--- config.mk ---
export PLATFORM = sky130hd
export DESIGN_NAME = fpr_div
export DESIGN_NICKNAME = d
export VERILOG_FILES = /design/src/sv/fpr_pkg.sv /design/src/sv/fpr_div.sv
export SDC_FILE = /design/constraint.sdc
export NUM_CORES = 2
export LEC_CHECK = 0
export BUFFER_PORTS_ARGS = -buffer_cell sky130_fd_sc_hd__buf_4
export CAP_MARGIN = 25
export CELL_PAD_IN_SITES_DETAIL_PLACEMENT = 1
export CELL_PAD_IN_SITES_GLOBAL_PLACEMENT = 1
export CORE_ASPECT_RATIO = 0.5
export CORE_MARGIN = 5
export CORE_UTILIZATION = 58
export CTS_CLUSTER_SIZE = 12
export DETAILED_ROUTE_END_ITERATION = 10
export PLACE_DENSITY = 0.95
export SYNTH_ARGS = -nofsm -noshare
export SYNTH_HDL_FRONTEND = slang
export SYNTH_SLANG_ARGS = --single-unit
--- constraint.sdc ---
create_clock -name i_clk -period 10.5 [get_ports i_clk]
set_clock_uncertainty 0.05 [all_clocks]
set_input_delay 0 -clock i_clk [delete_from_list [all_inputs] [get_ports i_clk]]
set_output_delay 0 -clock i_clk [all_outputs]
set_load 0.02 [all_outputs]
--- src/sv/fpr_pkg.sv ---
// Shared constants, codes, types and helpers for the fit-and-place rectangle block.
package fpr_pkg;

    localparam int SUBPIXEL_BITS = 6;
    localparam int COORD_BITS    = 24;
    localparam int ORIG_BITS     = COORD_BITS - 1;
    localparam int POS_BITS      = COORD_BITS + 1;
    localparam int PROD_BITS     = 2 * ORIG_BITS;
    localparam int DIV_STAGES    = ORIG_BITS;

    localparam logic [2:0] MODE_ORIGINAL   = 3'd0;
    localparam logic [2:0] MODE_STRETCH    = 3'd1;
    localparam logic [2:0] MODE_SCALE      = 3'd2;
    localparam logic [2:0] MODE_STRETCH_DN = 3'd3;
    localparam logic [2:0] MODE_SCALE_DN   = 3'd4;

    localparam logic [3:0] PLACE_NW     = 4'd0;
    localparam logic [3:0] PLACE_NW_ALT = 4'd1;
    localparam logic [3:0] PLACE_N      = 4'd2;
    localparam logic [3:0] PLACE_NE     = 4'd3;
    localparam logic [3:0] PLACE_E      = 4'd4;
    localparam logic [3:0] PLACE_SE     = 4'd5;
    localparam logic [3:0] PLACE_S      = 4'd6;
    localparam logic [3:0] PLACE_SW     = 4'd7;
    localparam logic [3:0] PLACE_W      = 4'd8;
    localparam logic [3:0] PLACE_CENTER = 4'd9;

    typedef struct packed {
        logic [3:0]                   placement;
        logic signed [COORD_BITS-1:0] bx;
        logic signed [COORD_BITS-1:0] by;
        logic signed [COORD_BITS-1:0] bw;
        logic signed [COORD_BITS-1:0] bh;
        logic [ORIG_BITS-1:0]         fix_w;
        logic [ORIG_BITS-1:0]         fix_h;
        logic                         use_div;
        logic                         div_to_h;
    } t_side;

    localparam logic [POS_BITS-1:0] POS_MASK = ~POS_BITS'((1 << SUBPIXEL_BITS) - 1);
    localparam logic [ORIG_BITS-1:0] ORIG_MASK = ~ORIG_BITS'((1 << SUBPIXEL_BITS) - 1);

endpackage

--- src/sv/fpr_div.sv ---
// Pipelined restoring divider, one quotient bit per stage, sideband carried along.
module fpr_div import fpr_pkg::*; (
    input  logic                 i_clk,
    input  logic                 i_rst_n,
    input  logic                 i_adv,
    input  logic                 i_valid,
    input  logic [ORIG_BITS-1:0] i_rem,
    input  logic [ORIG_BITS-1:0] i_low,
    input  logic [ORIG_BITS-1:0] i_den,
    input  t_side                i_side,
    output logic                 o_valid,
    output logic [ORIG_BITS-1:0] o_quot,
    output t_side                o_side
);

    logic                 p_v    [0:DIV_STAGES];
    logic [ORIG_BITS-1:0] p_rem  [0:DIV_STAGES];
    logic [ORIG_BITS-1:0] p_low  [0:DIV_STAGES];
    logic [ORIG_BITS-1:0] p_den  [0:DIV_STAGES];
    t_side                p_side [0:DIV_STAGES];

    assign p_v[0]    = i_valid;
    assign p_rem[0]  = i_rem;
    assign p_low[0]  = i_low;
    assign p_den[0]  = i_den;
    assign p_side[0] = i_side;

    for (genvar k = 0; k < DIV_STAGES; k++) begin : g_stage
        logic [ORIG_BITS:0] t;
        logic [ORIG_BITS:0] d;
        logic               ge;
        assign t  = {p_rem[k], p_low[k][ORIG_BITS-1]};
        assign d  = t - {1'b0, p_den[k]};
        assign ge = t >= {1'b0, p_den[k]};

        always_ff @(posedge i_clk) begin
            if (!i_rst_n) begin
                p_v[k+1] <= 1'b0;
            end else if (i_adv) begin
                p_v[k+1] <= p_v[k];
            end
        end

        always_ff @(posedge i_clk) begin
            if (i_adv) begin
                p_rem[k+1]  <= ge ? d[ORIG_BITS-1:0] : t[ORIG_BITS-1:0];
                p_low[k+1]  <= {p_low[k][ORIG_BITS-2:0], ge};
                p_den[k+1]  <= p_den[k];
                p_side[k+1] <= p_side[k];
            end
        end
    end

    assign o_valid = p_v[DIV_STAGES];
    assign o_quot  = p_low[DIV_STAGES];
    assign o_side  = p_side[DIV_STAGES];

endmodule

==> qor.txt, run 1 <==
status: did not finish
Exit stage: global routing
Run Error: [ERROR GRT-0232] Routing congestion too high. Check the congestion heatmap in the GUI.
Cells after Synth: 10090
root buf cell: clkbuf_16
Die H: 406.9 um
syn_area_per_cell: 18.11 um2
cts hold-fix bufs: 482
most frequent cell after synthesis: edfxtp_1
largest net degree at the start of global routing: 197
Distinct cells, synth: 84
Die X: 803.9 um
setup bufs post-CTS: 0
Final GP Congestion: 0.8871
number of synthesized flops with an enable pin: 4945
total clock buffers created by CTS: 463
residual overflow from global routing: 58
Netlist Area Pre-Place: 0.1828 mm2
CTS Buffer Depth: 4
total clock sinks: 4968
Synth Register Bits: 4968
sequential cell area fraction in the yosys report: 81.50%
Mapped Nets: 10870
top cells by area, synth: edfxtp_1 81%, ha_1 3.6%, inv_1 1.4%
ys async rst share: 0%
starting density of the core: 58.40%
Port Buffers: 392
post_cts resized: 0
commonest cells in the synthesized netlist: 4945 x edfxtp_1, 669 x inv_1, 529 x ha_1
initial antenna violation count: 142
htree depth: 5
cell taking the most area after synthesis: edfxtp_1
dpl hpwl: 238800 um
Top Ports: 393
Synth warnings: 0
Yosys top cell area share: 81.25%
global-route usage over all layers: 49.94%
placement row count: 145
Post-synth top flop: edfxtp_1
## through the flow
step / hold WS, ps / cells / utilization [%] / area (um2) / setup slack [ps]
floorplan: 48.87 / 10090 / - / 182800 / 7196
global placement: 128.3 / 14450 / 60.69 / 189900 / 6340
detailed placement: 129.3 / 14450 / 60.71 / 190000 / 6297
CTS: 130.4 / 15480 / 66.18 / 207100 / 5949
## kinds of logic after synthesis
kind of cell    Yosys count  share of synthesized area (%)
simple gates           1375                          3.514
buf+inv                 964                          2.353
flops                  4968                          81.50
fa+ha+maj               551                          3.863
compound gates         1613                          5.480
xor+xnor                407                          1.950
mux                     216                          1.338
## per-layer routing
layer / track usage, % / overflow
met5: 26.82 / 5
met3: 37.19 / 14
met1: 50.37 / 2
met4: 38.06 / 21
met2: 67.31 / 16
==> run 2, diff against run 1 <==
CELL_PAD_IN_SITES_DETAIL_PLACEMENT = unset   (was 1)
CELL_PAD_IN_SITES_GLOBAL_PLACEMENT = unset   (was 1)
CORE_ASPECT_RATIO = unset   (was 0.5)
CORE_UTILIZATION = 40   (was 58)
CTS_CLUSTER_SIZE = unset   (was 12)
PLACE_DENSITY = unset   (was 0.95)
PLACE_DENSITY_LB_ADDON = 0.15   (was unset)
==> run 2 against run 1 <==
  * The flow now finishes without violations
  * Synthesized cell count unchanged
  * Synthesized area unchanged
==> qor.txt, run 2 <==
worst skew pair latency: 990 ps
VDD IR max: 163.6 uV
CP peak stage delay: 610 ps
Synth warnings: 0 (unchanged)
Worst slew margin: 22.77%
critical path arrival: 5160 ps
synth-to-layout area growth: 17.15%
period utilization: 41.78%
Startpoint Class: primary input
Port Buffers: 392 (unchanged)
xor/xnor share of the synthesized area: 1.950% (unchanged)
leakage power figure: 77.61 nW
worst min path class: in2reg
total clock sinks: 4968 (unchanged)
largest family of logic cells by synthesized area: compound AO/OA/AOI/OAI gates
TritonCTS clock tree: done
number of vias per cell: 4.779
cts hold-fix bufs: 483 (+0.21%)
Synth Register Bits: 4968 (unchanged)
full die area: 0.4705 mm2
CP required: 11270 ps
Starting DRT DRC Count: 6207
post-route insts no fill: 17720
Mapped Nets: 10870 (unchanged)
Power Dens Cells: 257.4 mW/mm2
status: complete, no violations
total clock buffers created by CTS: 541 (+17%)
Compound-Gate Fraction of Synth Area: 5.480% (unchanged)
setup bufs post-CTS: 0 (unchanged)
Worst path depth: 17
sequential cell area fraction in the yosys report: 81.50% (unchanged)
Simple-Gate Fraction of Synth Area: 3.514% (unchanged)
drt pass-1 iters: 6
DRC Markers: 0
Cells after Synth: 10090 (unchanged)
number of global-route vias before repair: 87690
Netlist Area Pre-Place: 0.1828 mm2 (unchanged)
Worst setup startpoint: i_den[0]
dpl hpwl: 178000 um (-25%)
post_cts resized: 0 (unchanged)
Fin Setup TNS: 0 ps
placement row count: 248 (+71%)
htree depth: 6 (+1)
first-pass GRT wire length: 465300 um
most common cell after layout, fill and taps aside: edfxtp_1
fmax: 228.0 MHz
Largest Register: p_side
worst r2r src: p_den[345]$_DFFE_PP_
most frequent cells in the layout: 4945 x edfxtp_1, 669 x inv_1, 546 x clkbuf_16, 529 x ha_1, 492 x a21oi_1
top cells by area, synth: edfxtp_1 81%, ha_1 3.6%, inv_1 1.4%
starting density of the core: 40.09% (-18 points)
Synth Area in Adders: 3.863% (unchanged)
slowest stage cell, crit path: o41ai_2
CTS Buffer Depth: 4 (unchanged)
cell taking the most area after synthesis: edfxtp_1
root buf cell: clkbuf_16
RR Endpoint: g_stage[9].t[11]$_DFFE_PP_
residual overflow from global routing: 0
Worst Path Max Fanout: 43
max reg flops: 3256
Final ANT Viol Nets: 0
via count: 84670
hold wc startpoint: i_side[135]
multiplexer share of the synthesized area: 1.338% (unchanged)
Final min period: 4387 ps
global-route usage over all layers: 11.96%
core region area: 0.4558 mm2
Routed WL per cell: 16.49 um
Critical Path Sink Type: flip-flop
R2R cell count: 11
commonest cells in the synthesized netlist: 4945 x edfxtp_1, 669 x inv_1, 529 x ha_1
CP cell instances: dlygate4sd3_1 > buf_4 > dlygate4sd3_1 > ha_1 > fa_1 > nor2b_1 > o2111ai_1 > nand3_1 > o41ai_2 > a21oi_1 > o311a_1 > o21ai_2 > buf_4 > nand2_1 > dlygate4sd3_1 > o21ai_0 > dlygate4sd3_1
measured slew at the worst slew-check pin: 1158 ps
Max Cap Viol: 0
number of synthesized flops with an enable pin: 4945 (unchanged)
Worst-path clk slew: 60 ps
Setup Crit Path Kind: in2reg
Top Ports: 393 (unchanged)
cell mode on critical path: dlygate4sd3_1
most frequent cell after synthesis: edfxtp_1
crit path buf inv count: 6
crit path to: g_stage[1].t[1]$_DFFE_PP_
Final Setup Violations: 0
ys async rst share: 0% (unchanged)
max-slew violation count: 0
initial antenna violation count: 5
Top delay family on crit path: buffers and inverters
RSZ-0062 raised after global routing: no
WL final: 292300 um
Distinct cells, synth: 84 (unchanged)
proportion of layout cells with a drive suffix above 1: 11.99%
Post-layout nets: 12060
Final Hold Vio Count: 0
Hold Worst Slack: 199.5 ps
Post-synth top flop: edfxtp_1
Die H: 685.9 um (+69%)
largest net degree at the start of global routing: 204
Yosys top cell area share: 81.25% (unchanged)
Post-Place Cells: 16260 (+12%)
syn_area_per_cell: 18.11 um2 (unchanged)
R2R Setup Slk: 6420 ps
Final GP Congestion: 0.9015 (+1.6%)
Die X: 685.9 um (-15%)
## run 2: cell counts after synthesis
Identical to the previous run, type by type.
## run 2: area by class of cell
type / instances / area, um2
antenna: 4 / 10.01
clock buffer: 687 / 14200
clock inverter: 282 / 2670
fill: 37920 / 241700
inverter: 669 / 2511
multi-input combinational: 4162 / 29570
sequential: 4968 / 149000
tap: 6000 / 7507
timing repair buffer: 946 / 8683
## run 2: kinds of logic (layout without fill, tap and decap cells)
family,count (synthesis),in the layout
flip-flops,4968,4968
other,0,4
AND/OR/NAND/NOR,1375,1375
multiplexers,216,216
XOR/XNOR,407,407
buffers and inverters,964,2584
AO/OA/AOI/OAI,1613,1613
adder cells (fa/ha/maj),551,551
## run 2: stage by stage
step | total power, mW | util, % | worst slack, ps | cell area (um2)
global route | 58.24 | 46.97 | 5979 | 214100
floorplan | 34.32 | - | 7196 | 182800
finish | 55.12 | 46.97 | 6113 | 214100
CTS | 55.93 | 46.95 | 6311 | 214000
detailed placement | 37.51 | 42.19 | 6454 | 192300
global placement | 37.15 | 42.19 | 6430 | 192300
## run 2: report_power, final
part	switching [mW]	leakage, nW	total [mW]	internal (mW)
Clock	7.59	8.15	17.8	10.2
Sequential	0.956	48.6	25.8	24.8
Combinational	6.51	20.9	11.6	5.06
## run 2: worst min-delay path: stages
cell	delay, ps
dlygate4sd3_1	520
buf_4	90
dlygate4sd3_1	530
## run 2: worst min path at each step
stage	end	slack, ps	cells past startpoint
floorplan	g_stage[1].t[0]$_DFFE_PP_	50	0
global placement	p_side[3285]$_DFFE_PP_	130	1
detailed placement	p_side[3293]$_DFFE_PP_	130	1
CTS	p_side[3335]$_DFFE_PP_	30	3
global route	p_side[3391]$_DFFE_PP_	100	3
finish	p_side[3391]$_DFFE_PP_	200	3
## run 2: routing by layer
| layer | global-route usage (%) | up-vias | part of all wire, % |
|---|---|---|---|
| li1 | - | 40790 | - |
| met5 | 0 | - | 0 |
| met3 | 2.048 | 735 | 3.9 |
| met1 | 14.84 | 41490 | 42 |
| met4 | 5.128 | 0 | 4.1 |
| met2 | 20.69 | 1654 | 50 |
(Power assumes the default switching activity.)
