[config.mk]
export PLATFORM = sky130hd
export DESIGN_NAME = fpr_front
export DESIGN_NICKNAME = d
export VERILOG_FILES = /design/src/sv/fpr_pkg.sv /design/src/sv/fpr_front.sv
export SDC_FILE = /design/constraint.sdc
export NUM_CORES = 2
export LEC_CHECK = 0
export BUFFER_PORTS_ARGS = -buffer_cell sky130_fd_sc_hd__buf_2
export CAP_MARGIN = 10
export CORE_UTILIZATION = 50
export DETAILED_ROUTE_END_ITERATION = 6
export GPL_ROUTABILITY_DRIVEN = 0
export PLACE_DENSITY = 0.76
export SLEW_MARGIN = 20
export SYNTH_ARGS = -nofsm -noshare
export SYNTH_HDL_FRONTEND = slang
export SYNTH_SLANG_ARGS = --single-unit
export TNS_END_PERCENT = 1
[constraint.sdc]
create_clock -name i_clk -period 8.5 [get_ports i_clk]
set_input_delay 1.275 -clock i_clk [delete_from_list [all_inputs] [get_ports i_clk]]
set_output_delay 1.275 -clock i_clk [all_outputs]
set_load 0.01 [all_outputs]
[src/sv/fpr_pkg.sv]
// Shared constants, codes, types and helpers for the fit-and-place rectangle block.
package fpr_pkg;

    localparam int SUBPIXEL_BITS = 6;
    localparam int COORD_BITS    = 24;
    localparam int ORIG_BITS     = COORD_BITS - 1;
    localparam int POS_BITS      = COORD_BITS + 1;
    localparam int PROD_BITS     = 2 * ORIG_BITS;
    localparam int DIV_STAGES    = ORIG_BITS;

    localparam logic [2:0] MODE_ORIGINAL   = 3'd0;
    localparam logic [2:0] MODE_STRETCH    = 3'd1;
    localparam logic [2:0] MODE_SCALE      = 3'd2;
    localparam logic [2:0] MODE_STRETCH_DN = 3'd3;
    localparam logic [2:0] MODE_SCALE_DN   = 3'd4;

    localparam logic [3:0] PLACE_NW     = 4'd0;
    localparam logic [3:0] PLACE_NW_ALT = 4'd1;
    localparam logic [3:0] PLACE_N      = 4'd2;
    localparam logic [3:0] PLACE_NE     = 4'd3;
    localparam logic [3:0] PLACE_E      = 4'd4;
    localparam logic [3:0] PLACE_SE     = 4'd5;
    localparam logic [3:0] PLACE_S      = 4'd6;
    localparam logic [3:0] PLACE_SW     = 4'd7;
    localparam logic [3:0] PLACE_W      = 4'd8;
    localparam logic [3:0] PLACE_CENTER = 4'd9;

    typedef struct packed {
        logic [3:0]                   placement;
        logic signed [COORD_BITS-1:0] bx;
        logic signed [COORD_BITS-1:0] by;
        logic signed [COORD_BITS-1:0] bw;
        logic signed [COORD_BITS-1:0] bh;
        logic [ORIG_BITS-1:0]         fix_w;
        logic [ORIG_BITS-1:0]         fix_h;
        logic                         use_div;
        logic                         div_to_h;
    } t_side;

    localparam logic [POS_BITS-1:0] POS_MASK = ~POS_BITS'((1 << SUBPIXEL_BITS) - 1);
    localparam logic [ORIG_BITS-1:0] ORIG_MASK = ~ORIG_BITS'((1 << SUBPIXEL_BITS) - 1);

endpackage

[src/sv/fpr_front.sv]
// Input capture, cross products and size policy decision.
module fpr_front import fpr_pkg::*; (
    input  logic                         i_clk,
    input  logic                         i_rst_n,
    input  logic                         i_adv,
    input  logic                         i_valid,
    input  logic [2:0]                   i_mode,
    input  logic [3:0]                   i_placement,
    input  logic signed [COORD_BITS-1:0] i_bounds_x,
    input  logic signed [COORD_BITS-1:0] i_bounds_y,
    input  logic signed [COORD_BITS-1:0] i_bounds_w,
    input  logic signed [COORD_BITS-1:0] i_bounds_h,
    input  logic [ORIG_BITS-1:0]         i_orig_w,
    input  logic [ORIG_BITS-1:0]         i_orig_h,
    output logic                         o_valid,
    output logic [ORIG_BITS-1:0]         o_rem,
    output logic [ORIG_BITS-1:0]         o_low,
    output logic [ORIG_BITS-1:0]         o_den,
    output t_side                        o_side
);

    logic                         r0_v, r1_v, r2_v;
    logic [2:0]                   r0_mode, r1_mode;
    logic [3:0]                   r0_place, r1_place;
    logic signed [COORD_BITS-1:0] r0_bx, r0_by, r0_bw, r0_bh;
    logic signed [COORD_BITS-1:0] r1_bx, r1_by, r1_bw, r1_bh;
    logic [ORIG_BITS-1:0]         r0_ow, r0_oh, r1_ow, r1_oh;
    logic [PROD_BITS-1:0]         r1_pw, r1_ph;
    logic [PROD_BITS-1:0]         r2_num, n_num;
    logic [ORIG_BITS-1:0]         r2_den, n_den;
    t_side                        r2_side, n_side;

    always_ff @(posedge i_clk) begin
        if (!i_rst_n) begin
            r0_v <= 1'b0;
            r1_v <= 1'b0;
            r2_v <= 1'b0;
        end else if (i_adv) begin
            r0_v <= i_valid;
            r1_v <= r0_v;
            r2_v <= r1_v;
        end
    end

    always_ff @(posedge i_clk) begin
        if (i_adv) begin
            r0_mode  <= i_mode;
            r0_place <= i_placement;
            r0_bx    <= i_bounds_x;
            r0_by    <= i_bounds_y;
            r0_bw    <= i_bounds_w;
            r0_bh    <= i_bounds_h;
            r0_ow    <= i_orig_w;
            r0_oh    <= i_orig_h;
            r1_mode  <= r0_mode;
            r1_place <= r0_place;
            r1_bx    <= r0_bx;
            r1_by    <= r0_by;
            r1_bw    <= r0_bw;
            r1_bh    <= r0_bh;
            r1_ow    <= r0_ow;
            r1_oh    <= r0_oh;
            r1_pw    <= PROD_BITS'(r0_ow) * PROD_BITS'(r0_bh[ORIG_BITS-1:0]);
            r1_ph    <= PROD_BITS'(r0_oh) * PROD_BITS'(r0_bw[ORIG_BITS-1:0]);
            r2_num   <= n_num;
            r2_den   <= n_den;
            r2_side  <= n_side;
        end
    end

    logic [ORIG_BITS-1:0] bwu, bhu;
    logic                 pos, w_bound;

    always_comb begin
        bwu     = r1_bw[ORIG_BITS-1:0];
        bhu     = r1_bh[ORIG_BITS-1:0];
        pos     = (r1_bw > 0) && (r1_bh > 0);
        w_bound = r1_pw > r1_ph;
        n_num   = '0;
        n_den   = ORIG_BITS'(1);
        n_side.placement = r1_place;
        n_side.bx        = r1_bx;
        n_side.by        = r1_by;
        n_side.bw        = r1_bw;
        n_side.bh        = r1_bh;
        n_side.fix_w     = r1_ow;
        n_side.fix_h     = r1_oh;
        n_side.use_div   = 1'b0;
        n_side.div_to_h  = 1'b0;
        if (!pos) begin
            n_side.fix_w = '0;
            n_side.fix_h = '0;
        end else begin
            case (r1_mode)
                MODE_STRETCH: begin
                    n_side.fix_w = bwu;
                    n_side.fix_h = bhu;
                end
                MODE_STRETCH_DN: begin
                    n_side.fix_w = (r1_ow < bwu) ? r1_ow : bwu;
                    n_side.fix_h = (r1_oh < bhu) ? r1_oh : bhu;
                end
                MODE_SCALE, MODE_SCALE_DN: begin
                    if (!(r1_mode == MODE_SCALE_DN && r1_ow <= bwu && r1_oh <= bhu)) begin
                        if (w_bound) begin
                            n_side.use_div  = 1'b1;
                            n_side.div_to_h = 1'b1;
                            n_side.fix_w    = bwu;
                            n_num           = r1_ph;
                            n_den           = r1_ow;
                        end else if (r1_oh == '0) begin
                            n_side.fix_w = '0;
                            n_side.fix_h = bhu;
                        end else begin
                            n_side.use_div = 1'b1;
                            n_side.fix_h   = bhu;
                            n_num          = r1_pw;
                            n_den          = r1_oh;
                        end
                    end
                end
                default: begin
                    n_side.fix_w = r1_ow;
                    n_side.fix_h = r1_oh;
                end
            endcase
        end
    end

    assign o_valid = r2_v;
    assign o_rem   = r2_num[PROD_BITS-1:ORIG_BITS];
    assign o_low   = r2_num[ORIG_BITS-1:0];
    assign o_den   = r2_den;
    assign o_side  = r2_side;

endmodule

Yosys cells after proc, flatten, opt, wreduce, memory -nomap -nowiden
Index checks and enable logic that the tools add are counted.

Register bits after elaboration: 610.

Multiply operators: 2. $lt $le $gt $ge: 7. Equal/unequal tests: 4. Mux-type cells: 14. Bitwise gates (word level): 2. Reductions and logical operators: 6.

Operators with widths (number): 2-to-1 mux 23 bit (7); case mux 46 bit (3 select lines) (1); multiplier 23 x 23 -> 46 bit (2); 2-to-1 mux 46 bit (2); > comparator 24 x 1 -> 1 bit, second input constant (2); 2-to-1 mux 48 bit (1); > comparator 46 bit (1); <= comparator 23 bit (2); < comparator 23 bit (2); zero test 23 bit (1); equality test 3 x 2 -> 1 bit, second input constant (2); equality test 3 x 1 -> 1 bit, second input constant (1); equality test 3 bit, second input constant (1); logical AND 1 bit (3); 2-to-1 mux 1 bit (3); OR reduction 3 bit (1); inverter 1 bit (2); OR reduction 2 bit (1).

Longest topological paths before layout
Word-level depth: 5. Mapped depth: 27. Mapped depth without buffers: 26.

Worst setup path after synthesis
Ideal clock, no wire load.

Path type: reg-to-reg. From: reg r0_bw[2]. To: reg r1_ph[45], data pin. Arrival time: 6.676 ns. Data required time: 8.235 ns. Slack: 1.560 ns. Cell stages (with the launch flop): 25. Buffers on the path: 1. Path through: edfxtp_1 > clkbuf_1 > nand2_1 > fa_1 > fa_1 > fa_1 > inv_1 > fa_1 > inv_1 > fa_1 > inv_1 > fa_1 > inv_1 > fa_1 > inv_1 > ha_1 > and4_1 > a211oi_1 > a2111oi_0 > o21ai_1 > a31oi_1 > a2111oi_0 > o21bai_1 > a311oi_1 > xnor2_1.

Cells in the longest elaborated chain, start to end: 1.

Ends and longest elaborated chain: start, declared (RTL line fpr_front.sv:25) `logic signed [COORD_BITS-1:0] r0_bx, r0_by, r0_bw, r0_bh;`; start signal, assigned (RTL line fpr_front.sv:51) `r0_bw <= i_bounds_w;`; multiplier 23 x 23 -> 46 bit (RTL line fpr_front.sv:64) `r1_ph <= PROD_BITS'(r0_oh) * PROD_BITS'(r0_bw[ORIG_BITS-1:0]);`; end signal, assigned (RTL line fpr_front.sv:64); end, declared (RTL line fpr_front.sv:28) `logic [PROD_BITS-1:0] r1_pw, r1_ph;`.

No other way between the ends. A chain may end at the register's enable or synchronous reset.

Worst setup path in the final report
From: reg r0_bw[8]. To: reg r1_ph[45], data pin.

The elaborated chain is that of the path after synthesis.

==> impl_metrics.yaml <==
clocking:
  cts_root_buf: "clkbuf_16"
  htree_levels: 3
  clock-sinks: 610
  cts-hold-fix-buffers: 0
  ctsLongestPathBuffers: 3
  path_clk_slew_ns: 0.06
  cts_made_buffers: 70
  insertion_delay_ns: 0.66
  cts_tree: "yes"
sta:
  tightest_slew_ns: 1.12
  rsz0062_at_grt: "no"
  fmax_mhz: 123
  final_hold_viol_count: 0
  fin_setup_tns_ns: 0
  fin_crit_sh_pct: 95.8
  period_minus_slack_ns: 8.14
  drv_slew: 0
  fin_skew_ns: 0.0502
  slew_headroom_pct: 25.3
  setup_viol_count_final: 0
detailed_routing:
  num_vias: 41400
  viasPerCell: 5.67
  wl_mm: 158
  wl_per_cell_um: 21.6
  ant_nets: 0
  drc: 25
  dr.pass1.iters: 7
  drt_first_iter_violations: 3887
yosys:
  synth_top_family_by_area: "adder cells"
  yosysTopAreaCell: "edfxtp_1"
  syn_nets: 6881
  yosys.area.top_type_share_pct: 31.1
  synth-seq-cells: 610
  synthMuxAreaShare_pct: 0.329
  syn-cell-area_um2: 58600
  async_flop_share_pct: 0
  synth_area_leaders: "edfxtp_1, fa_1, ha_1, inv_1, and2_1"
  synth_sequential_area_ratio_pct: 31.2
  synth_compound_area_share_pct: 7.55
  synth-edff-count: 607
  avgSynthCellArea_um2: 10.8
  synthAdderAreaFrac_pct: 39.2
  synth-simple-area-share_pct: 11.7
  syn_inst: 5416
  synth_cell_types: 69
  yosys_most_used_dff: "edfxtp_1"
  synthXorXnorAreaFrac_pct: 1.28
  yosys_warnings: 0
worst_setup_path:
  worstSetupPathType: "reg -> reg"
  cp-start-kind: "flop"
  endpoint_kind: "flop"
  path_max_fanout: 13
  critical_path_arrival_ns: 8.55
  cp.required_ns: 8.91
global_route:
  grt_remaining_overflow: 0
  antenna_found_initial: 10
  grt_pass1_wl_mm: 246
  grt_max_degree: 206
  globalRouteTotalUtil_pct: 27.2
  grt_pass1_vias: 43700
hold_path:
  hold_class: "reg -> reg"
cells_and_area:
  mostFrequentLayoutCell: "inv_1"
  drive_gt1_share_pct: 10.3
  final_cell_mix: "inv_1, fa_1, nand2_1, edfxtp_1, and2_1"
  fillers: 9609
  area_growth_pct: 10.3
  register_area_um2: 18300
  multi_input_area_um2: 35300
  num-nets-final: 7169
placed_design:
  dp_hpwl_mm: 123
  port-buffer-count: 370
floorplanning:
  initial_core_util_pct: 50.4
  die_x_um: 344
  coreArea_um2: 116000
  rows: 125
  io_pins: 371
  dieArea_um2: 119000
  die_h_um: 344
job:
  cap_violations: 0
run_status:
  status: "complete, but fails checks"
  violations: "DRC"
## stage by stage
stage / instance area (um2) / setup WS, ns / utilization, % / hold WS, ns / instances
after floorplan: 58600 / 1.56 / - / 0.400 / 5416
after global placement: 62200 / 0.606 / 53.5 / 0.400 / 7155
after detailed placement: 62200 / 0.437 / 53.5 / 0.405 / 7155
after CTS: 64600 / 0.354 / 55.6 / 0.418 / 7284
after global routing: 64700 / 0.0167 / 55.6 / 0.423 / 7285
final: 64700 / 0.358 / 55.7 / 0.412 / 7290
## synth_stat cells, drive strengths merged (29+ instances only)
library cell	instances
nor2	85
a21oi	129
nor4	33
a21o	103
fa	876
o21ai	90
ha	436
edfxtp	607
nand2	683
xnor2	57
and2	471
inv	1106
a22o	64
xor2	29
clkbuf	234
## state kept, by name (all words and copies together) (netlist names), 24 cells and up
register / cells
r1_bw: 24
r1_by: 24
r2_num: 46
r1_ph: 46
r1_bx: 24
r1_bh: 24
r0_by: 24
r0_bx: 24
r1_pw: 46
o_side: 148
r0_bh: 24
r0_bw: 24
## final timing paths
path	endpoint	cells after the start	from	slack (ns)
max	r1_ph[45]$_DFFE_PP_	26	r0_bw[8]$_DFFE_PP_	0.36
min	r1_bx[1]$_DFFE_PP_	0	r0_bx[1]$_DFFE_PP_	0.41
max reg2reg	r1_ph[45]$_DFFE_PP_	26	r0_bw[8]$_DFFE_PP_	0.36
min reg2reg	r1_bx[1]$_DFFE_PP_	0	r0_bx[1]$_DFFE_PP_	0.41
## layout make-up
type | count | share of cell area (%)
sequential | 610 | 28.3
tap | 1524 | 2.95
inverter | 1110 | 6.44
clock inverter | 46 | 0.977
timing repair buffer | 466 | 4.04
multi-input combinational | 3446 | 54.5
antenna | 5 | 0.0193
clock buffer | 83 | 2.78
## timing repair
item / 4_1_cts / 5_1_grt
buffers inserted: 0 / 1
gates resized for setup: 0 / 1
setup endpoints to repair: 0 / 2
## worst max-delay path, stage by stage, from the launching register on
cell and delay [ns]:
edfxtp_1 0.65, buf_6 0.28, and2_1 0.18, fa_1 0.43, fa_1 0.49, inv_1 0.05
fa_1 0.48, inv_1 0.06, fa_1 0.54, inv_1 0.07, fa_1 0.53, inv_1 0.05
fa_1 0.48, inv_1 0.05, fa_1 0.48, inv_1 0.05, ha_1 0.37, and4_1 0.27
and4_1 0.25, nand3_1 0.15, a2111oi_1 0.63, o21ai_1 0.22, a31oi_1 0.26, a2111oi_0 0.16
o21bai_1 0.37, a311oi_1 0.18, xnor2_1 0.16
## layer usage
metal	track usage [%]	vias up	wire length [um]
met5	0	-	59
met1	34.5	20900	59800
met2	45.0	2135	75400
met4	12.8	10	8100
li1	-	17800	-
met3	5.28	473	14400
## kinds of logic after synthesis
logic type | count (synthesis)
AND/OR/NAND/NOR | 1404
multiplexers | 19
buffers and inverters | 1360
XOR/XNOR | 86
AO/OA/AOI/OAI | 625
flip-flops | 610
adder cells (fa/ha/maj) | 1312
Power is not shown: default switching activity piles up to over one toggle a cycle in this logic, so the estimate is an artifact.
