**src/sv/fpr_pkg.sv**
```systemverilog
// Shared constants, codes, types and helpers for the fit-and-place rectangle block.
package fpr_pkg;

    localparam int SUBPIXEL_BITS = 6;
    localparam int COORD_BITS    = 24;
    localparam int ORIG_BITS     = COORD_BITS - 1;
    localparam int POS_BITS      = COORD_BITS + 1;
    localparam int PROD_BITS     = 2 * ORIG_BITS;
    localparam int DIV_STAGES    = ORIG_BITS;

    localparam logic [2:0] MODE_ORIGINAL   = 3'd0;
    localparam logic [2:0] MODE_STRETCH    = 3'd1;
    localparam logic [2:0] MODE_SCALE      = 3'd2;
    localparam logic [2:0] MODE_STRETCH_DN = 3'd3;
    localparam logic [2:0] MODE_SCALE_DN   = 3'd4;

    localparam logic [3:0] PLACE_NW     = 4'd0;
    localparam logic [3:0] PLACE_NW_ALT = 4'd1;
    localparam logic [3:0] PLACE_N      = 4'd2;
    localparam logic [3:0] PLACE_NE     = 4'd3;
    localparam logic [3:0] PLACE_E      = 4'd4;
    localparam logic [3:0] PLACE_SE     = 4'd5;
    localparam logic [3:0] PLACE_S      = 4'd6;
    localparam logic [3:0] PLACE_SW     = 4'd7;
    localparam logic [3:0] PLACE_W      = 4'd8;
    localparam logic [3:0] PLACE_CENTER = 4'd9;

    typedef struct packed {
        logic [3:0]                   placement;
        logic signed [COORD_BITS-1:0] bx;
        logic signed [COORD_BITS-1:0] by;
        logic signed [COORD_BITS-1:0] bw;
        logic signed [COORD_BITS-1:0] bh;
        logic [ORIG_BITS-1:0]         fix_w;
        logic [ORIG_BITS-1:0]         fix_h;
        logic                         use_div;
        logic                         div_to_h;
    } t_side;

    localparam logic [POS_BITS-1:0] POS_MASK = ~POS_BITS'((1 << SUBPIXEL_BITS) - 1);
    localparam logic [ORIG_BITS-1:0] ORIG_MASK = ~ORIG_BITS'((1 << SUBPIXEL_BITS) - 1);

endpackage

```
**src/sv/fpr_place.sv**
```systemverilog
// Final sizes, anchor offsets and pixel alignment of the placed rectangle.
module fpr_place import fpr_pkg::*; (
    input  logic                         i_clk,
    input  logic                         i_rst_n,
    input  logic                         i_adv,
    input  logic                         i_valid,
    input  logic [ORIG_BITS-1:0]         i_quot,
    input  t_side                        i_side,
    output logic                         o_valid,
    output logic signed [POS_BITS-1:0]   o_rect_x,
    output logic signed [POS_BITS-1:0]   o_rect_y,
    output logic [ORIG_BITS-1:0]         o_rect_w,
    output logic [ORIG_BITS-1:0]         o_rect_h
);

    logic                         r3_v, r4_v, r5_v;
    logic [ORIG_BITS-1:0]         r3_sw, r3_sh, r4_sw, r4_sh;
    logic [3:0]                   r3_place;
    logic signed [COORD_BITS-1:0] r3_bx, r3_by, r3_bw, r3_bh, r4_bx, r4_by;
    logic signed [POS_BITS-1:0]   r4_ox, r4_oy, n_ox, n_oy;
    logic signed [POS_BITS-1:0]   r5_x, r5_y;
    logic [ORIG_BITS-1:0]         r5_w, r5_h;

    always_ff @(posedge i_clk) begin
        if (!i_rst_n) begin
            r3_v <= 1'b0;
            r4_v <= 1'b0;
            r5_v <= 1'b0;
        end else if (i_adv) begin
            r3_v <= i_valid;
            r4_v <= r3_v;
            r5_v <= r4_v;
        end
    end

    logic signed [COORD_BITS-1:0] hx, hy;
    logic signed [POS_BITS-1:0]   cx, cy, ex, ey;
    logic signed [POS_BITS:0]     sx, sy;

    always_comb begin
        hx = (r3_bw + $signed(COORD_BITS'(r3_bw[COORD_BITS-1]))) >>> 1;
        hy = (r3_bh + $signed(COORD_BITS'(r3_bh[COORD_BITS-1]))) >>> 1;
        cx = (POS_BITS'(hx) - $signed({2'b00, r3_sw[ORIG_BITS-1:1]})) & POS_MASK;
        cy = (POS_BITS'(hy) - $signed({2'b00, r3_sh[ORIG_BITS-1:1]})) & POS_MASK;
        ex = POS_BITS'(r3_bw) - $signed({2'b00, r3_sw});
        ey = POS_BITS'(r3_bh) - $signed({2'b00, r3_sh});
        case (r3_place)
            PLACE_N:      begin n_ox = cx; n_oy = '0; end
            PLACE_NE:     begin n_ox = ex; n_oy = '0; end
            PLACE_E:      begin n_ox = ex; n_oy = cy; end
            PLACE_SE:     begin n_ox = ex; n_oy = ey; end
            PLACE_S:      begin n_ox = cx; n_oy = ey; end
            PLACE_SW:     begin n_ox = '0; n_oy = ey; end
            PLACE_W:      begin n_ox = '0; n_oy = cy; end
            PLACE_CENTER: begin n_ox = cx; n_oy = cy; end
            default:      begin n_ox = '0; n_oy = '0; end
        endcase
        sx = (POS_BITS+1)'(r4_bx) + (POS_BITS+1)'(r4_ox);
        sy = (POS_BITS+1)'(r4_by) + (POS_BITS+1)'(r4_oy);
    end

    always_ff @(posedge i_clk) begin
        if (i_adv) begin
            if (i_side.use_div && i_side.div_to_h) begin
                r3_sw <= i_side.fix_w;
                r3_sh <= i_quot;
            end else if (i_side.use_div) begin
                r3_sw <= i_quot;
                r3_sh <= i_side.fix_h;
            end else begin
                r3_sw <= i_side.fix_w;
                r3_sh <= i_side.fix_h;
            end
            r3_place <= i_side.placement;
            r3_bx    <= i_side.bx;
            r3_by    <= i_side.by;
            r3_bw    <= i_side.bw;
            r3_bh    <= i_side.bh;
            r4_sw    <= r3_sw;
            r4_sh    <= r3_sh;
            r4_bx    <= r3_bx;
            r4_by    <= r3_by;
            r4_ox    <= n_ox;
            r4_oy    <= n_oy;
            r5_x     <= sx[POS_BITS-1:0] & POS_MASK;
            r5_y     <= sy[POS_BITS-1:0] & POS_MASK;
            r5_w     <= r4_sw & ORIG_MASK;
            r5_h     <= r4_sh & ORIG_MASK;
        end
    end

    assign o_valid  = r5_v;
    assign o_rect_x = r5_x;
    assign o_rect_y = r5_y;
    assign o_rect_w = r5_w;
    assign o_rect_h = r5_h;

endmodule
```
**config.mk**
```make
export PLATFORM = sky130hd
export DESIGN_NAME = fpr_place
export DESIGN_NICKNAME = d
export VERILOG_FILES = /design/src/sv/fpr_pkg.sv /design/src/sv/fpr_place.sv
export SDC_FILE = /design/constraint.sdc
export NUM_CORES = 1
export LEC_CHECK = 0
export BUFFER_PORTS_ARGS = -buffer_cell sky130_fd_sc_hd__buf_2
export CORE_AREA = 10 10 194 196
export CTS_BUF_LIST = sky130_fd_sc_hd__clkbuf_2 sky130_fd_sc_hd__clkbuf_4 sky130_fd_sc_hd__clkbuf_8
export CTS_CLUSTER_DIAMETER = 150
export DETAILED_ROUTE_END_ITERATION = 12
export DIE_AREA = 0 0 204 206
export HOLD_SLACK_MARGIN = 0.08
export PLACE_DENSITY = 0.87
export RECOVER_POWER = 50
export SYNTH_ARGS = -nofsm -noshare
export SYNTH_HDL_FRONTEND = slang
export SYNTH_SLANG_ARGS = --single-unit
```
**constraint.sdc**
```tcl
create_clock -name i_clk -period 3.7 [get_ports i_clk]
set_input_delay 0.74 -clock i_clk [delete_from_list [all_inputs] [get_ports i_clk]]
set_output_delay 0.74 -clock i_clk [all_outputs]
set_load 0.005 [all_outputs]
```
== Word level (Yosys, flattened, before mapping) ==
Index checks and enable logic that the tools add are counted.

* Register bits after elaboration: 365
* Input bits: 175
* Output and inout port bits: 97
* Logic and storage cells: 46

* $add $sub $neg: 8
* Equality and inequality tests: 8
* Muxes and demuxes: 5
* Reduce and logical (&&, ||, !) cells: 5

{| class="wikitable"
|+ Operators by type and width
! kind !! number
|-
| $pmux 25 s2 || 2
|-
| $mux 23 || 3
|-
| $add 24x25->25 || 2
|-
| $sub 24x24->25 || 2
|-
| $add 24x2->24 || 2
|-
| $sub 23x23->24 || 2
|-
| $eq 4x3->1 const B || 4
|-
| $reduce_or 3->1 || 4
|-
| $eq 4x2->1 const B || 2
|-
| $eq 4x4->1 const B || 2
|-
| $logic_and 1x1->1 || 1
|}

== Logic depth before layout (Yosys ltp) ==
* Depth in word-level cells: 3
* Depth in mapped cells: 19

== Worst setup path after synthesis ==
OpenSTA, ideal clock, no wires.

* Path kind: reg-to-reg
* Start: register r3_bh[23]
* End: register r4_oy[19], data pin
* Library setup time: 0.271 ns
* Arrival time: 3.441 ns
* Required time: 3.429 ns
* Path slack: -0.013 ns
* Stages on the path, launching flop included: 16
* Path buffers: 0
* Period minus slack after synthesis: 3.713 ns
* Path through: edfxtp_1 and2_1 ha_1 and3_1 and3_1 xor2_1 ha_1 and2_0 a221o_1 a41oi_2 a211oi_2 a311o_2 a31o_4 a21oi_4 xor2_1 o22ai_1

* Cells in the longest elaborated chain, start to end: 3

{| class="wikitable"
|+ Ends and longest elaborated chain
! item !! RTL line !! source
|-
| start, declared || fpr_place.sv:19 || <nowiki>logic signed [COORD_BITS-1:0] r3_bx, r3_by, r3_bw, r3_bh, r4_bx, r4_by;</nowiki>
|-
| start signal, assigned || fpr_place.sv:78 || <nowiki>r3_bh <= i_side.bh;</nowiki>
|-
| $add 24x2->24 || fpr_place.sv:42 || <nowiki>hy = (r3_bh + $signed(COORD_BITS'(r3_bh[COORD_BITS-1]))) >>> 1;</nowiki>
|-
| $sub 23x23->24 || fpr_place.sv:44 || <nowiki>cy = (POS_BITS'(hy) - $signed({2'b00, r3_sh[ORIG_BITS-1:1]})) & POS_MASK;</nowiki>
|-
| $pmux 25 s2 || fpr_place.sv:47 || <nowiki>case (r3_place)</nowiki>
|-
| named net n_oy[19] || fpr_place.sv:20 || <nowiki>logic signed [POS_BITS-1:0] r4_ox, r4_oy, n_ox, n_oy;</nowiki>
|-
| end signal, assigned || fpr_place.sv:84 || <nowiki>r4_oy <= n_oy;</nowiki>
|-
| end, declared || fpr_place.sv:20 ||
|}

The timed path passes the listed nets, and every way through them passes these cells.
A chain may end at the register's enable or synchronous reset.

== Worst setup path after layout ==
Same ends and word-level chain as after synthesis.

==> results.py <==
metrics = {
    "outcome": {
        "status": "complete, but fails checks",
        "violations": "max-capacitance violations, max-slew violations",
    },
    "power_and_ir_drop": {
        "p_clk_frac": 0.305,
        "p_comb_frac": 0.219,
        "vdd_drop_max_mv": 0.3339,
        "seqPwrFrac": 0.476,
        "p_leak_nw": 8.764,
        "p_per_area_nw_per_um2": 501.2,
        "p_sw_w": 0.003022,
        "switching_share": 0.2835,
        "p_int_w": 0.007639,
    },
    "floorplanning": {
        "dieArea_um2": 42020,
        "initial_core_util": 0.5295,
        "die_y_um": 206,
        "die_x_um": 204,
        "fp-row-count": 68,
        "core_area_um2": 33950,
        "io_pins": 272,
    },
    "final_layout": {
        "mostFrequentLayoutCells": "350 x edfxtp_1, 233 x buf_2, 134 x ha_1",
        "multiInputGateArea_um2": 7136,
        "layout_commonest_cell": "edfxtp_1",
        "num-fill-cells": 2583,
        "fin_nets": 2041,
        "areaGrowthSynthToFinish_pct": 18.33,
        "design_area_um2": 21270,
        "layout-drive-gt1-share": 0.2506,
        "diodes": 0,
        "seqCellArea_um2": 10570,
        "utilization": 0.6265,
    },
    "global_route": {
        "met3_usage": 0.04295,
        "antenna_found_initial": 0,
        "first_global_vias": 12667,
        "grt_usage": 0.1974,
        "grt_use_met1": 0.2504,
        "busiest_layer": "met2",
        "grt_pass1_wl_um": 65890,
        "grt-ovfl-total": 0,
        "grt_max_degree": 97,
        "gr-usage-met2": 0.3264,
    },
    "routing": {
        "dr.pass1.iters": 5,
        "vias": 12217,
        "vias_per_cell": 5.486,
        "wirelength_um": 42820,
        "detail-route-antenna-nets": 0,
        "wl_per_cell_um": 19.23,
        "drcViolationCount": 0,
        "first_iter_violations": 757,
    },
    "cts": {
        "cts_tree": "yes",
        "root_buffer": "clkbuf_8",
        "h-tree-depth": 2,
        "cts_max_path_buffers": 3,
        "cts-buffers-inserted": 56,
        "clk_pin_slew_ns": 0.07,
        "clkLatencyLatePin_ns": 0.61,
        "clock-sinks": 353,
    },
    "placed_design": {
        "place_area_um2": 20020,
        "dp_slack_ns": -0.1012,
        "io_buffers": 247,
        "place.gp.congestion": 0.9263,
        "dp_hpwl_um": 32360,
    },
    "logic_synthesis": {
        "async_flop_share": 0,
        "synth_top_flop_cell": "edfxtp_1",
        "avgSynthCellArea_um2": 12.97,
        "ys_seq_area_frac": 0.5881,
        "yosys_warnings": 0,
        "synth_edf_count": 350,
        "synth_cells": 1386,
        "ys_ff_latch": 353,
        "synth_cell_type_count": 70,
        "netlist_area_um2": 17970,
    },
    "setup_path": {
        "worst-r2r-setup-slack_ns": 0.07,
        "cp_data_arrival_time_ns": 3.97,
        "crit_type": "flip-flop to flip-flop",
        "crit_fanout": 3,
        "end_kind": "flip-flop",
        "cp_data_required_time_ns": 4.04,
        "worstSetupStartpointType": "flip-flop",
    },
    "timing": {
        "rsz0062_at_grt": "true",
        "tightest_slew_ns": 2.540,
        "drv_slew": 143,
        "finalSetupViolCount": 0,
        "fin_skew_ns": 0.02305,
        "period_share": 0.9815,
        "finalHoldViolations": 0,
        "whs_ns": 0.2969,
        "fin_crit_ns": 3.632,
        "fmax_mhz": 275.4,
        "post-route-worst-setup-slack_ns": 0.06846,
        "max_slew_margin": -0.6934,
        "fin_tns_setup_ns": 0,
    },
    "hold_path": {
        "hold_path.class": "input pin to flip-flop",
    },
    "flow_run": {
        "max_cap_viol_count": 3,
    },
}
-- timing repair --
action                                  4_1_cts  5_1_grt
hold buffers                                  0        0
pin swaps                                    11       13
resized for setup                             8       30
buffers inserted                              2        6
endpoints found under the setup margin        6       20
-- cells in the mapped netlist (all sizes together) (4+ instances only) --
cell type	n	area, µm²
nor3	10	50.05
nand3	31	155.2
nand2b	16	100.1
and3	23	143.9
a21o	33	247.7
ha	136	1702
and2	9	56.31
a211oi	13	102.6
xor2	56	490.5
a31oi	7	43.79
edfxtp	350	10510
inv	78	292.8
or3	4	25.02
nor2b	14	87.58
clkbuf	12	45.04
o211ai	8	60.06
o21bai	13	97.59
a31o	5	52.56
o22ai	30	187.7
nand2	71	266.5
nor2	78	292.8
mux2	46	518.0
nand4	9	56.30
or2	6	37.54
buf	26	187.7
xnor2	84	735.7
a21oi	93	476.7
o31ai	6	45.04
o21ai	50	250.2
o21a	13	97.59
-- cells by family (layout without fill, tap and decap cells) --
kind of cell / count (synthesis) / in the layout / share of synthesized area
flip-flops: 353 / 353 / 0.5881
AO/OA/AOI/OAI: 305 / 305 / 0.1106
AND/OR/NAND/NOR: 284 / 284 / 0.07629
XOR/XNOR: 140 / 140 / 0.06822
adder cells (fa/ha/maj): 138 / 138 / 0.09690
buffers and inverters: 116 / 479 / 0.02924
multiplexers: 49 / 49 / 0.03049
other: 1 / 24 / 0.0002086
-- flip-flops by register name, summed over array words and instances (netlist names), 24 cells and up --
signal,count
r3_bw,24
r3_by,24
r4_bx,24
r4_ox,25
r3_bh,24
r4_by,24
r3_bx,24
r4_oy,25
-- per-layer routing --
layer | share of wire | vias to the layer above
met5 | 0 | -
met4 | 0.031 | 0
met3 | 0.068 | 84
met2 | 0.48 | 441
met1 | 0.43 | 5818
li1 | - | 5874
-- critical path: stages, from the launching register on --
cell	delay [ns]
edfxtp_1	0.38
and2_4	0.18
ha_4	0.15
and3_4	0.14
and3_4	0.17
xor2_1	0.14
ha_1	0.30
and2_4	0.15
a221o_1	0.34
a41oi_2	0.25
a211oi_4	0.11
a311o_2	0.36
a31o_4	0.24
a21oi_4	0.15
xor2_1	0.19
o22ai_1	0.09
-- per-stage QoR --
| stage | power, W | cells |
|---|---|---|
| final | 0.01066 | 2227 |
| after global routing | 0.01120 | 2227 |
| after CTS | 0.01071 | 2221 |
| after detailed placement | 0.007416 | 2117 |
| after global placement | 0.007314 | 2117 |
| after floorplan | 0.006610 | 1409 |
-- final timing paths --
path | cells after the start | from | endpoint
worst max-delay path | 15 | r3_bh[23] | r4_oy[19]
worst min-delay path | 1 | i_side[75] | r3_bw[3]
worst max register to register | 15 | r3_bh[23] | r4_oy[19]
worst min register to register | 0 | r3_bx[0] | r4_bx[0]
-- final cells by class --
type | count | area share
flip-flops and latches | 353 | 0.4970
well taps | 455 | 0.02677
repair buffers | 299 | 0.07618
clock inverters | 39 | 0.01212
inverters | 78 | 0.01377
clock buffers | 63 | 0.03871
multi-input cells | 940 | 0.3355
-- power groups by stage --
| stage | clock (W) | sequential (W) | combinational [W] |
|---|---|---|---|
| after floorplan | 0 | 0.00511 | 0.00150 |
| after global placement | 0 | 0.00514 | 0.00218 |
| after detailed placement | 0 | 0.00515 | 0.00227 |
| after CTS | 0.00334 | 0.00507 | 0.00230 |
| after global routing | 0.00349 | 0.00511 | 0.00260 |
| final | 0.00325 | 0.00507 | 0.00234 |
No activity file was read; power rests on OpenSTA's default activity.
